File: config.mk
export PLATFORM = sky130hd
export DESIGN_NAME = scanline_polygon_span_fill
export DESIGN_NICKNAME = d
export VERILOG_FILES = /design/src/hdl/spf_pkg.sv /design/src/hdl/scanline_polygon_span_fill.sv /design/src/hdl/spf_ram.sv /design/src/hdl/spf_datapath.sv /design/src/hdl/spf_ctrl.sv
export SDC_FILE = /design/constraint.sdc
export NUM_CORES = 2
export LEC_CHECK = 0
export BUFFER_PORTS_ARGS = -buffer_cell sky130_fd_sc_hd__buf_4
export CORE_ASPECT_RATIO = 1.1
export CORE_MARGIN = 2
export CORE_UTILIZATION = 66
export CTS_BUF_LIST = sky130_fd_sc_hd__clkbuf_8
export CTS_CLUSTER_SIZE = 20
export DETAILED_ROUTE_END_ITERATION = 8
export HOLD_SLACK_MARGIN = 0.08
export PLACE_DENSITY = 0.94
export SETUP_SLACK_MARGIN = 0.02
export SLEW_MARGIN = 20
export SYNTH_ARGS = -nofsm -noshare
export SYNTH_HDL_FRONTEND = slang
export SYNTH_HIERARCHICAL = 1
export SYNTH_SLANG_ARGS = --single-unit
File: constraint.sdc
create_clock -name clk_i -period 9.2 [get_ports clk_i]
set_clock_uncertainty 0.2 [all_clocks]
set_input_delay 0.92 -clock clk_i [delete_from_list [all_inputs] [get_ports clk_i]]
set_output_delay 0.92 -clock clk_i [all_outputs]
set_load 0.02 [all_outputs]
File: src/hdl/spf_pkg.sv
// ----------------------------------------------------------------------------
// spf_pkg
// Shared types and constants of the scan line polygon span fill block.
// ----------------------------------------------------------------------------
package spf_pkg;

  localparam int MAX_VERTICES = 16;
  localparam int FRAC_BITS    = 16;
  localparam int SCREEN_ROWS  = 480;
  localparam int X_W          = 10;
  localparam int Y_W          = 9;
  localparam int VADDR_W      = $clog2(MAX_VERTICES);
  localparam int VCNT_W       = $clog2(MAX_VERTICES + 1);
  localparam int DIV_W        = X_W + FRAC_BITS;
  localparam int DCNT_W       = $clog2(DIV_W);
  localparam int SLOPE_W      = DIV_W + 1;
  localparam int PROD_W       = SLOPE_W + Y_W + 1;
  localparam int Q_W          = PROD_W + 1;
  localparam int VTX_W        = X_W + Y_W;

  localparam logic REQ_LOAD  = 1'b0;
  localparam logic REQ_QUERY = 1'b1;

  typedef struct packed {
    logic           req_type;
    logic [X_W-1:0] vertex_x;
    logic [Y_W-1:0] vertex_y;
    logic           vertex_last;
    logic [Y_W-1:0] scan_y;
  } spf_req_t;

  typedef struct packed {
    logic [X_W-1:0] span_start;
    logic [X_W-1:0] span_end;
    logic           span_valid;
    logic [Y_W-1:0] scan_line;
    logic           span_last;
  } spf_res_t;

  typedef struct packed {
    logic               vtx_we;
    logic [VADDR_W-1:0] vtx_waddr;
    logic               rd_en;
    logic [VADDR_W-1:0] rd_addr;
    logic               latch_row;
    logic               cap_first;
    logic               cur_from_ram;
    logic               cur_from_first;
    logic               prev_from_cur;
    logic               div_load;
    logic               div_step;
    logic               mul_en;
    logic               ins_en;
    logic               list_clr;
    logic               emit_pop;
  } spf_cmd_t;

  typedef struct packed {
    logic straddle;
    logic last_res;
  } spf_sts_t;

endpackage

File: src/hdl/scanline_polygon_span_fill.sv
// ----------------------------------------------------------------------------
// scanline_polygon_span_fill
// Stores polygon vertices and returns the fill spans of one scan line.
// ----------------------------------------------------------------------------
// Usage:
//   An item is taken when start is high and busy is low. A vertex load
//   (req_type 0) gives no result and leaves busy low, so loads can follow
//   back to back. A vertex with vertex_last set closes the polygon; the
//   next load starts a new one. Vertices past sixteen are lost.
//   A query (req_type 1) raises busy until its last result has gone out.
//   Results appear one per cycle on res_o, marked by res_strobe_o, span_last
//   set on the final one; the receiver cannot stall, each beat lasts exactly
//   one cycle. An empty line gives one beat with span_valid low.
//   A query walks the edges between the stored vertices; each crossing
//   edge costs a 26-step serial divide plus a multiply and a sorted insert
//   before the first beat.
//   Rows at or past the screen height skip the edge walk and give one empty beat.
//   After reset the vertex list is empty and the next load starts a polygon.
// ----------------------------------------------------------------------------
module scanline_polygon_span_fill
  import spf_pkg::*;
(
  input  logic     clk_i,
  input  logic     rst_ni,
  input  logic     start,
  input  spf_req_t req_i,
  output logic     busy,
  output logic     res_strobe_o,
  output spf_res_t res_o
);

  spf_cmd_t cmd;
  spf_sts_t sts;

  spf_ctrl u_ctrl (
    .clk_i    (clk_i),
    .rst_ni   (rst_ni),
    .start    (start),
    .req_i    (req_i),
    .sts_i    (sts),
    .cmd_o    (cmd),
    .busy     (busy),
    .strobe_o (res_strobe_o)
  );

  spf_datapath u_dp (
    .clk_i  (clk_i),
    .rst_ni (rst_ni),
    .req_i  (req_i),
    .cmd_i  (cmd),
    .sts_o  (sts),
    .res_o  (res_o)
  );

  a_strobe_busy : assert property (@(posedge clk_i) disable iff (!rst_ni)
    res_strobe_o |-> busy) else $error("result beat outside a query");

  a_last_ends : assert property (@(posedge clk_i) disable iff (!rst_ni)
    res_strobe_o && res_o.span_last |=> !res_strobe_o)
    else $error("beat after last span");

  a_empty_last : assert property (@(posedge clk_i) disable iff (!rst_ni)
    res_strobe_o && !res_o.span_valid |-> res_o.span_last)
    else $error("empty result not last");

  a_ordered : assert property (@(posedge clk_i) disable iff (!rst_ni)
    res_strobe_o && res_o.span_valid |-> res_o.span_start <= res_o.span_end)
    else $error("span out of order");

endmodule

File: src/hdl/spf_ram.sv
// ----------------------------------------------------------------------------
// spf_ram
// Generic single write port, single read port RAM with registered read.
// ----------------------------------------------------------------------------
module spf_ram #(
  parameter int WIDTH = 8,
  parameter int DEPTH = 16
) (
  input  logic                     clk_i,
  input  logic                     we_i,
  input  logic [$clog2(DEPTH)-1:0] waddr_i,
  input  logic [WIDTH-1:0]         wdata_i,
  input  logic                     re_i,
  input  logic [$clog2(DEPTH)-1:0] raddr_i,
  output logic [WIDTH-1:0]         rdata_o
);

  logic [WIDTH-1:0] mem_q [DEPTH];

  always_ff @(posedge clk_i) begin
    if (we_i) begin
      mem_q[waddr_i] <= wdata_i;
    end
    if (re_i) begin
      rdata_o <= mem_q[raddr_i];
    end
  end

endmodule

File: src/hdl/spf_datapath.sv
// ----------------------------------------------------------------------------
// spf_datapath
// Vertex store, edge registers, serial divider, slope multiplier and the
// sorted crossing list.
// ----------------------------------------------------------------------------
module spf_datapath
  import spf_pkg::*;
(
  input  logic     clk_i,
  input  logic     rst_ni,
  input  spf_req_t req_i,
  input  spf_cmd_t cmd_i,
  output spf_sts_t sts_o,
  output spf_res_t res_o
);

  logic [VTX_W-1:0]        rdata;
  logic [VTX_W-1:0]        first_q, prev_q, cur_q;
  logic [Y_W-1:0]          row_q;
  logic [Y_W-1:0]          rem_q;
  logic [Y_W-1:0]          dvs_q;
  logic [DIV_W-1:0]        quo_q;
  logic                    neg_q;
  logic signed [Y_W:0]     dyr_q;
  logic [X_W-1:0]          x0_q;
  logic signed [PROD_W-1:0] prod_q;
  logic [X_W-1:0]          list_q [MAX_VERTICES];
  logic [VCNT_W-1:0]       cnt_q;

  logic [X_W-1:0] px, cx;
  logic [Y_W-1:0] py, cy;
  logic signed [X_W:0] dx;
  logic signed [Y_W:0] dy;
  logic [X_W-1:0] adx;
  logic [Y_W-1:0] ady;
  logic [Y_W:0]   trial;
  logic           fits;
  logic signed [SLOPE_W-1:0] slope;
  logic signed [Q_W-1:0]     qv;
  logic [X_W-1:0]            xi;
  logic [MAX_VERTICES-1:0]   le;

  spf_ram #(.WIDTH(VTX_W), .DEPTH(MAX_VERTICES)) u_vtx_ram (
    .clk_i   (clk_i),
    .we_i    (cmd_i.vtx_we),
    .waddr_i (cmd_i.vtx_waddr),
    .wdata_i ({req_i.vertex_x, req_i.vertex_y}),
    .re_i    (cmd_i.rd_en),
    .raddr_i (cmd_i.rd_addr),
    .rdata_o (rdata)
  );

  assign px = prev_q[VTX_W-1:Y_W];
  assign py = prev_q[Y_W-1:0];
  assign cx = cur_q[VTX_W-1:Y_W];
  assign cy = cur_q[Y_W-1:0];
  assign dx = $signed({1'b0, cx}) - $signed({1'b0, px});
  assign dy = $signed({1'b0, cy}) - $signed({1'b0, py});
  assign adx = dx[X_W] ? X_W'(-dx) : dx[X_W-1:0];
  assign ady = dy[Y_W] ? Y_W'(-dy) : dy[Y_W-1:0];

  // half-open straddle test, horizontal edges never pass
  assign sts_o.straddle = ((py <= row_q) && (cy > row_q)) || ((py > row_q) && (cy <= row_q));
  assign sts_o.last_res = (cnt_q <= VCNT_W'(2));

  // restoring division step
  assign trial = {rem_q, quo_q[DIV_W-1]};
  assign fits  = (trial >= {1'b0, dvs_q});

  assign slope = neg_q ? -$signed({1'b0, quo_q}) : $signed({1'b0, quo_q});
  assign qv = $signed({{(Q_W-X_W-FRAC_BITS){1'b0}}, x0_q, {FRAC_BITS{1'b0}}})
            + Q_W'(prod_q);

  always_comb begin
    if (qv[Q_W-1]) begin
      xi = '0;
    end else if (qv[Q_W-2:X_W+FRAC_BITS] != '0) begin
      xi = '1;
    end else begin
      xi = qv[FRAC_BITS +: X_W];
    end
  end

  always_comb begin
    for (int j = 0; j < MAX_VERTICES; j++) begin
      le[j] = (VCNT_W'(j) < cnt_q) && (list_q[j] <= xi);
    end
  end

  always_ff @(posedge clk_i or negedge rst_ni) begin
    if (!rst_ni) begin
      cnt_q <= '0;
    end else if (cmd_i.list_clr) begin
      cnt_q <= '0;
    end else if (cmd_i.ins_en) begin
      cnt_q <= cnt_q + VCNT_W'(1);
    end else if (cmd_i.emit_pop) begin
      cnt_q <= (cnt_q >= VCNT_W'(2)) ? cnt_q - VCNT_W'(2) : '0;
    end
  end

  always_ff @(posedge clk_i) begin
    if (cmd_i.latch_row) begin
      row_q <= req_i.scan_y;
    end
    if (cmd_i.cap_first) begin
      first_q <= rdata;
      prev_q  <= rdata;
    end else if (cmd_i.prev_from_cur) begin
      prev_q <= cur_q;
    end
    if (cmd_i.cur_from_ram) begin
      cur_q <= rdata;
    end else if (cmd_i.cur_from_first) begin
      cur_q <= first_q;
    end
    if (cmd_i.div_load) begin
      rem_q <= '0;
      dvs_q <= ady;
      quo_q <= {adx, {FRAC_BITS{1'b0}}};
      neg_q <= dx[X_W] ^ dy[Y_W];
      dyr_q <= $signed({1'b0, row_q}) - $signed({1'b0, py});
      x0_q  <= px;
    end else if (cmd_i.div_step) begin
      rem_q <= fits ? Y_W'(trial - {1'b0, dvs_q}) : trial[Y_W-1:0];
      quo_q <= {quo_q[DIV_W-2:0], fits};
    end
    if (cmd_i.mul_en) begin
      prod_q <= PROD_W'(slope * dyr_q);
    end
    if (cmd_i.ins_en) begin
      for (int j = 0; j < MAX_VERTICES; j++) begin
        if (le[j]) begin
          list_q[j] <= list_q[j];
        end else if (j == 0) begin
          list_q[j] <= xi;
        end else if (le[j-1]) begin
          list_q[j] <= xi;
        end else begin
          list_q[j] <= list_q[j-1];
        end
      end
    end else if (cmd_i.emit_pop) begin
      for (int j = 0; j < MAX_VERTICES - 2; j++) begin
        list_q[j] <= list_q[j+2];
      end
    end
  end

  always_comb begin
    res_o.scan_line  = row_q;
    res_o.span_last  = sts_o.last_res;
    res_o.span_valid = (cnt_q != '0);
    if (cnt_q == '0) begin
      res_o.span_start = '0;
      res_o.span_end   = '0;
    end else begin
      res_o.span_start = list_q[0];
      res_o.span_end   = (cnt_q >= VCNT_W'(2)) ? list_q[1] : list_q[0];
    end
  end

endmodule

File: src/hdl/spf_ctrl.sv
// ----------------------------------------------------------------------------
// spf_ctrl
// Controller: vertex bookkeeping, edge walk, divide/multiply sequencing and
// span output.
// ----------------------------------------------------------------------------
module spf_ctrl
  import spf_pkg::*;
(
  input  logic     clk_i,
  input  logic     rst_ni,
  input  logic     start,
  input  spf_req_t req_i,
  input  spf_sts_t sts_i,
  output spf_cmd_t cmd_o,
  output logic     busy,
  output logic     strobe_o
);

  typedef enum logic [2:0] {
    ST_IDLE, ST_RD_FIRST, ST_RD_NEXT, ST_EDGE, ST_DIV, ST_MUL, ST_ADD, ST_EMIT
  } state_e;

  state_e              state_q, state_d;
  logic [VCNT_W-1:0]   vcnt_q, vcnt_d;
  logic                closed_q, closed_d;
  logic [VCNT_W-1:0]   idx_q, idx_d;
  logic                closing_q, closing_d;
  logic [DCNT_W-1:0]   dcnt_q, dcnt_d;
  logic [VCNT_W-1:0]   nidx;
  logic [VCNT_W-1:0]   base;

  assign busy     = (state_q != ST_IDLE);
  assign strobe_o = (state_q == ST_EMIT);
  assign nidx     = idx_q + VCNT_W'(1);
  assign base     = closed_q ? '0 : vcnt_q;

  always_comb begin
    cmd_o     = '0;
    state_d   = state_q;
    vcnt_d    = vcnt_q;
    closed_d  = closed_q;
    idx_d     = idx_q;
    closing_d = closing_q;
    dcnt_d    = dcnt_q;
    case (state_q)
      ST_IDLE: begin
        if (start) begin
          if (req_i.req_type == REQ_LOAD) begin
            closed_d = req_i.vertex_last;
            vcnt_d   = base;
            if (base < VCNT_W'(MAX_VERTICES)) begin
              cmd_o.vtx_we    = 1'b1;
              cmd_o.vtx_waddr = base[VADDR_W-1:0];
              vcnt_d          = base + VCNT_W'(1);
            end
          end else begin
            cmd_o.latch_row = 1'b1;
            cmd_o.list_clr  = 1'b1;
            closing_d       = 1'b0;
            if ((32'(req_i.scan_y) >= 32'(SCREEN_ROWS)) || (vcnt_q == '0)) begin
              state_d = ST_EMIT;
            end else begin
              cmd_o.rd_en = 1'b1;
              state_d     = ST_RD_FIRST;
            end
          end
        end
      end
      ST_RD_FIRST: begin
        cmd_o.cap_first = 1'b1;
        idx_d           = VCNT_W'(1);
        if (vcnt_q == VCNT_W'(1)) begin
          cmd_o.cur_from_ram = 1'b1;
          closing_d          = 1'b1;
          state_d            = ST_EDGE;
        end else begin
          cmd_o.rd_en   = 1'b1;
          cmd_o.rd_addr = VADDR_W'(1);
          state_d       = ST_RD_NEXT;
        end
      end
      ST_RD_NEXT: begin
        cmd_o.cur_from_ram = 1'b1;
        state_d            = ST_EDGE;
      end
      ST_EDGE: begin
        if (sts_i.straddle) begin
          cmd_o.div_load = 1'b1;
          dcnt_d         = '0;
          state_d        = ST_DIV;
        end
      end
      ST_DIV: begin
        cmd_o.div_step = 1'b1;
        dcnt_d         = dcnt_q + DCNT_W'(1);
        if (dcnt_q == DCNT_W'(DIV_W - 1)) begin
          state_d = ST_MUL;
        end
      end
      ST_MUL: begin
        cmd_o.mul_en = 1'b1;
        state_d      = ST_ADD;
      end
      ST_ADD: begin
        cmd_o.ins_en = 1'b1;
      end
      ST_EMIT: begin
        cmd_o.emit_pop = 1'b1;
        if (sts_i.last_res) begin
          state_d = ST_IDLE;
        end
      end
      default: begin
        state_d = ST_IDLE;
      end
    endcase

    // step to the next edge once this one is finished
    if ((state_q == ST_ADD) || ((state_q == ST_EDGE) && !sts_i.straddle)) begin
      cmd_o.prev_from_cur = 1'b1;
      if (closing_q) begin
        state_d = ST_EMIT;
      end else if (nidx == vcnt_q) begin
        cmd_o.cur_from_first = 1'b1;
        closing_d            = 1'b1;
        state_d              = ST_EDGE;
      end else begin
        cmd_o.rd_en   = 1'b1;
        cmd_o.rd_addr = nidx[VADDR_W-1:0];
        idx_d         = nidx;
        state_d       = ST_RD_NEXT;
      end
    end
  end

  always_ff @(posedge clk_i or negedge rst_ni) begin
    if (!rst_ni) begin
      state_q   <= ST_IDLE;
      vcnt_q    <= '0;
      closed_q  <= 1'b1;
      idx_q     <= '0;
      closing_q <= 1'b0;
      dcnt_q    <= '0;
    end else begin
      state_q   <= state_d;
      vcnt_q    <= vcnt_d;
      closed_q  <= closed_d;
      idx_q     <= idx_d;
      closing_q <= closing_d;
      dcnt_q    <= dcnt_d;
    end
  end

endmodule

==> results.cfg <==
[outcome]
status = completed

[drt]
drc = 0
via_per_inst = 6.801
vias = 31352
finalWirelength_mm = 113.5
ant_nets = 0
dr.pass1.iters = 7
drt_first_iter_violations = 3939
routedWlPerCell_um = 24.62

[die]
initial_utilization_pct = 66.59
die_y_um = 272.3
core-area_um2 = 64860
row_count = 98
ios = 66
die_w_um = 247.9
die_area_um2 = 67510

[timing]
fin_crit_ns = 8.175
drv_slew = 0
relSlewSlack_pct = 19.31
fmax_mhz = 122.3
finalSetupViolCount = 0
period_share_pct = 88.85
hold_violations = 0
max_slew.worst_pin.slew_ns = 1.210
rsz0062_at_grt = no
fin_setup_tns_ns = 0

[setup_path]
crit_path_max_fanout = 25
timing.reg2reg.setup_slack_ns = 1.03
r2r_start = u_dp/neg_q
crit_top_cell = fa_1
required_ns = 9.43
rr_endpoint = u_dp/prod_q[36]
startpoint_type = flop
reg2regPathDepth = 22
cp.arrival_ns = 8.41
cp_slowest_cell = edfxtp_1
end_kind = flop
critical_path_class = flop to flop
path_cells = inv_1, a31oi_1, o21bai_1, a21oi_2, xnor2_1, nand2_1, fa_1, fa_1, inv_1, fa_1, fa_1, inv_1, fa_1, inv_1, ha_1, nand3_1, or2_2, o31ai_1, a21o_1, a31oi_1, a211o_1, xnor2_1
cpPeakStageDelay_ns = 0.90

[global_routing]
antenna_found_initial = 3
grt_pass1_wl_mm = 177.0
grt_pass1_vias = 32248
grt_overflow = 0
grt_start_max_net_pins = 83
grt_use_total_pct = 34.35

[cts]
cts-resized-gates = 0
cts_sinks = 660
cts_tree = yes
path_clk_slew_ns = 0.08
hold_buffers = 1
insertion_delay_ns = 0.73
clk_path_buf_depth = 3
cts_setup_buffers = 0
ctsHtreeMaxLevel = 3
clockRootBuffer = clkbuf_8
numCtsBuffers = 96

[flow_run]
drv_cap = 0

[cells_and_area]
area_growth_pct = 7.575
nNetsFinal = 4263
drive_gt1_share_pct = 12.02
fillCellCount = 3812
multiInputGateArea_um2 = 21790
seqCellArea_um2 = 19440

[place]
gp_congestion = 0.9791
io_buffers = 65
dp_hpwl_mm = 79.63

[logic_synthesis]
synth_edf_count = 610
yosys-top-cells-area = edfxtp_1 (42%), fa_1 (11%), ha_1 (9.0%)
ys.flop_type = edfxtp_1
synth_top_area_share_pct = 42.41
yosysMostFrequentCell = edfxtp_1
ys_seq_area_share_pct = 45.02
syn_nets = 4203
avgSynthCellArea_um2 = 11.91
yosysTopAreaCell = edfxtp_1
netlist_instances = 3627
async_reset_ff_share_pct = 3.788
syn_area_um2 = 43200
yosys-top-cells-count = edfxtp_1 (610), inv_1 (380), ha_1 (312)
ys_types = 94
synth_seq_cells = 660
synth_warnings = 6

[min_path]
min-delay-start = req_i[3]
hold_end = u_dp/row_q[3]
worstHoldPathCells = 1
worst_hold_path_type = input port to flop
[per-layer routing]
layer  vias up  share of wire, %  track usage, %
li1      13288                 -               -
met1     15113                33           40.18
met2      2266                49           57.15
met3       681                10           7.843
met4         4               7.5           21.89
met5         -             0.020               0
[metrics by stage]
stage	hold slack, ns	worst slack, ns	util [%]	instance area [µm²]	std cells
6_report	0.1973	1.025	71.64	46470	4610
5_1_grt	0.1695	0.4680	71.64	46470	4610
4_1_cts	0.1453	1.135	71.54	46410	4608
3_5_place_dp	0.2368	1.193	68.68	44550	4437
3_3_place_gp	0.2403	1.652	68.65	44530	4437
2_1_floorplan	0.2264	2.086	-	43200	3627
[worst max path at each step]
stage | start | endpoint | depth (start not counted)
3_3_place_gp | u_dp/neg_q | u_dp/prod_q[36] | 22
2_1_floorplan | u_dp/quo_q[5] | u_dp/prod_q[35] | 25
4_1_cts | u_dp/neg_q | u_dp/prod_q[36] | 22
3_5_place_dp | u_dp/neg_q | u_dp/prod_q[36] | 22
5_1_grt | u_dp/neg_q | u_dp/prod_q[36] | 22
6_report | u_dp/neg_q | u_dp/prod_q[36] | 22
[worst max-delay path, delay by kind of cell (launching register included)]
family / cells / cell delay (ns)
compound gates: 7 / 1.99
xor+xnor: 2 / 0.87
fa+ha+maj: 6 / 2.99
buf+inv: 4 / 0.38
flops: 1 / 0.90
simple gates: 3 / 0.55
[sequential cells by signal, indices dropped and copies added (netlist names), 10 cells and up]
name	cells
u_dp/quo_q	26
u_dp/x0_q	10
u_dp/cur_q	19
u_dp/first_q	19
u_dp/prev_q	19
u_dp/prod_q	21
u_dp/dyr_q	10
u_dp/u_vtx_ram/rdata_o	19
u_dp/list_q	160
u_dp/u_vtx_ram/mem_q	304
[layout make-up]
class	instances	share of cell area [%]
sequential	660	41.85
timing repair buffer	116	1.923
tap	850	2.289
inverter	380	3.070
antenna	1	0.005385
clock buffer	103	3.051
multi-input combinational	2433	46.90
clock inverter	67	0.9209
[layout by cell type (no fill, tap or decap), drive strengths merged, types with 24 or more instances in the layout]
| master | instances |
|---|---|
| xnor2 | 74 |
| edfxtp | 610 |
| ha | 312 |
| clkinv | 24 |
| mux2i | 29 |
| dfrtp | 24 |
| o21ai | 150 |
| nor3 | 35 |
| nand4 | 44 |
| nand2 | 300 |
| clkbuf | 103 |
| nor2 | 168 |
| a21oi | 136 |
| a22oi | 119 |
| mux4 | 76 |
| inv | 416 |
| fa | 231 |
| o21a | 31 |
| nand3 | 41 |
| and2 | 111 |
| dfxtp | 25 |
| mux2 | 58 |
| a21o | 88 |
| xor2 | 35 |
| nor2b | 62 |
| o31ai | 54 |
| buf | 115 |
[logic make-up after synthesis]
kind of cell	synth area share [%]
adders and majority gates	19.74
AOI/OAI and AO/OA	12.02
DFF	45.02
xor gates and xnor gates	2.300
and+or+nand+nor	9.831
buffers and inverters	4.918
muxes	6.176
Power is left out: the tool's default activity adds up to more than one toggle a clock period on the data nets, which glitch-free logic cannot reach.
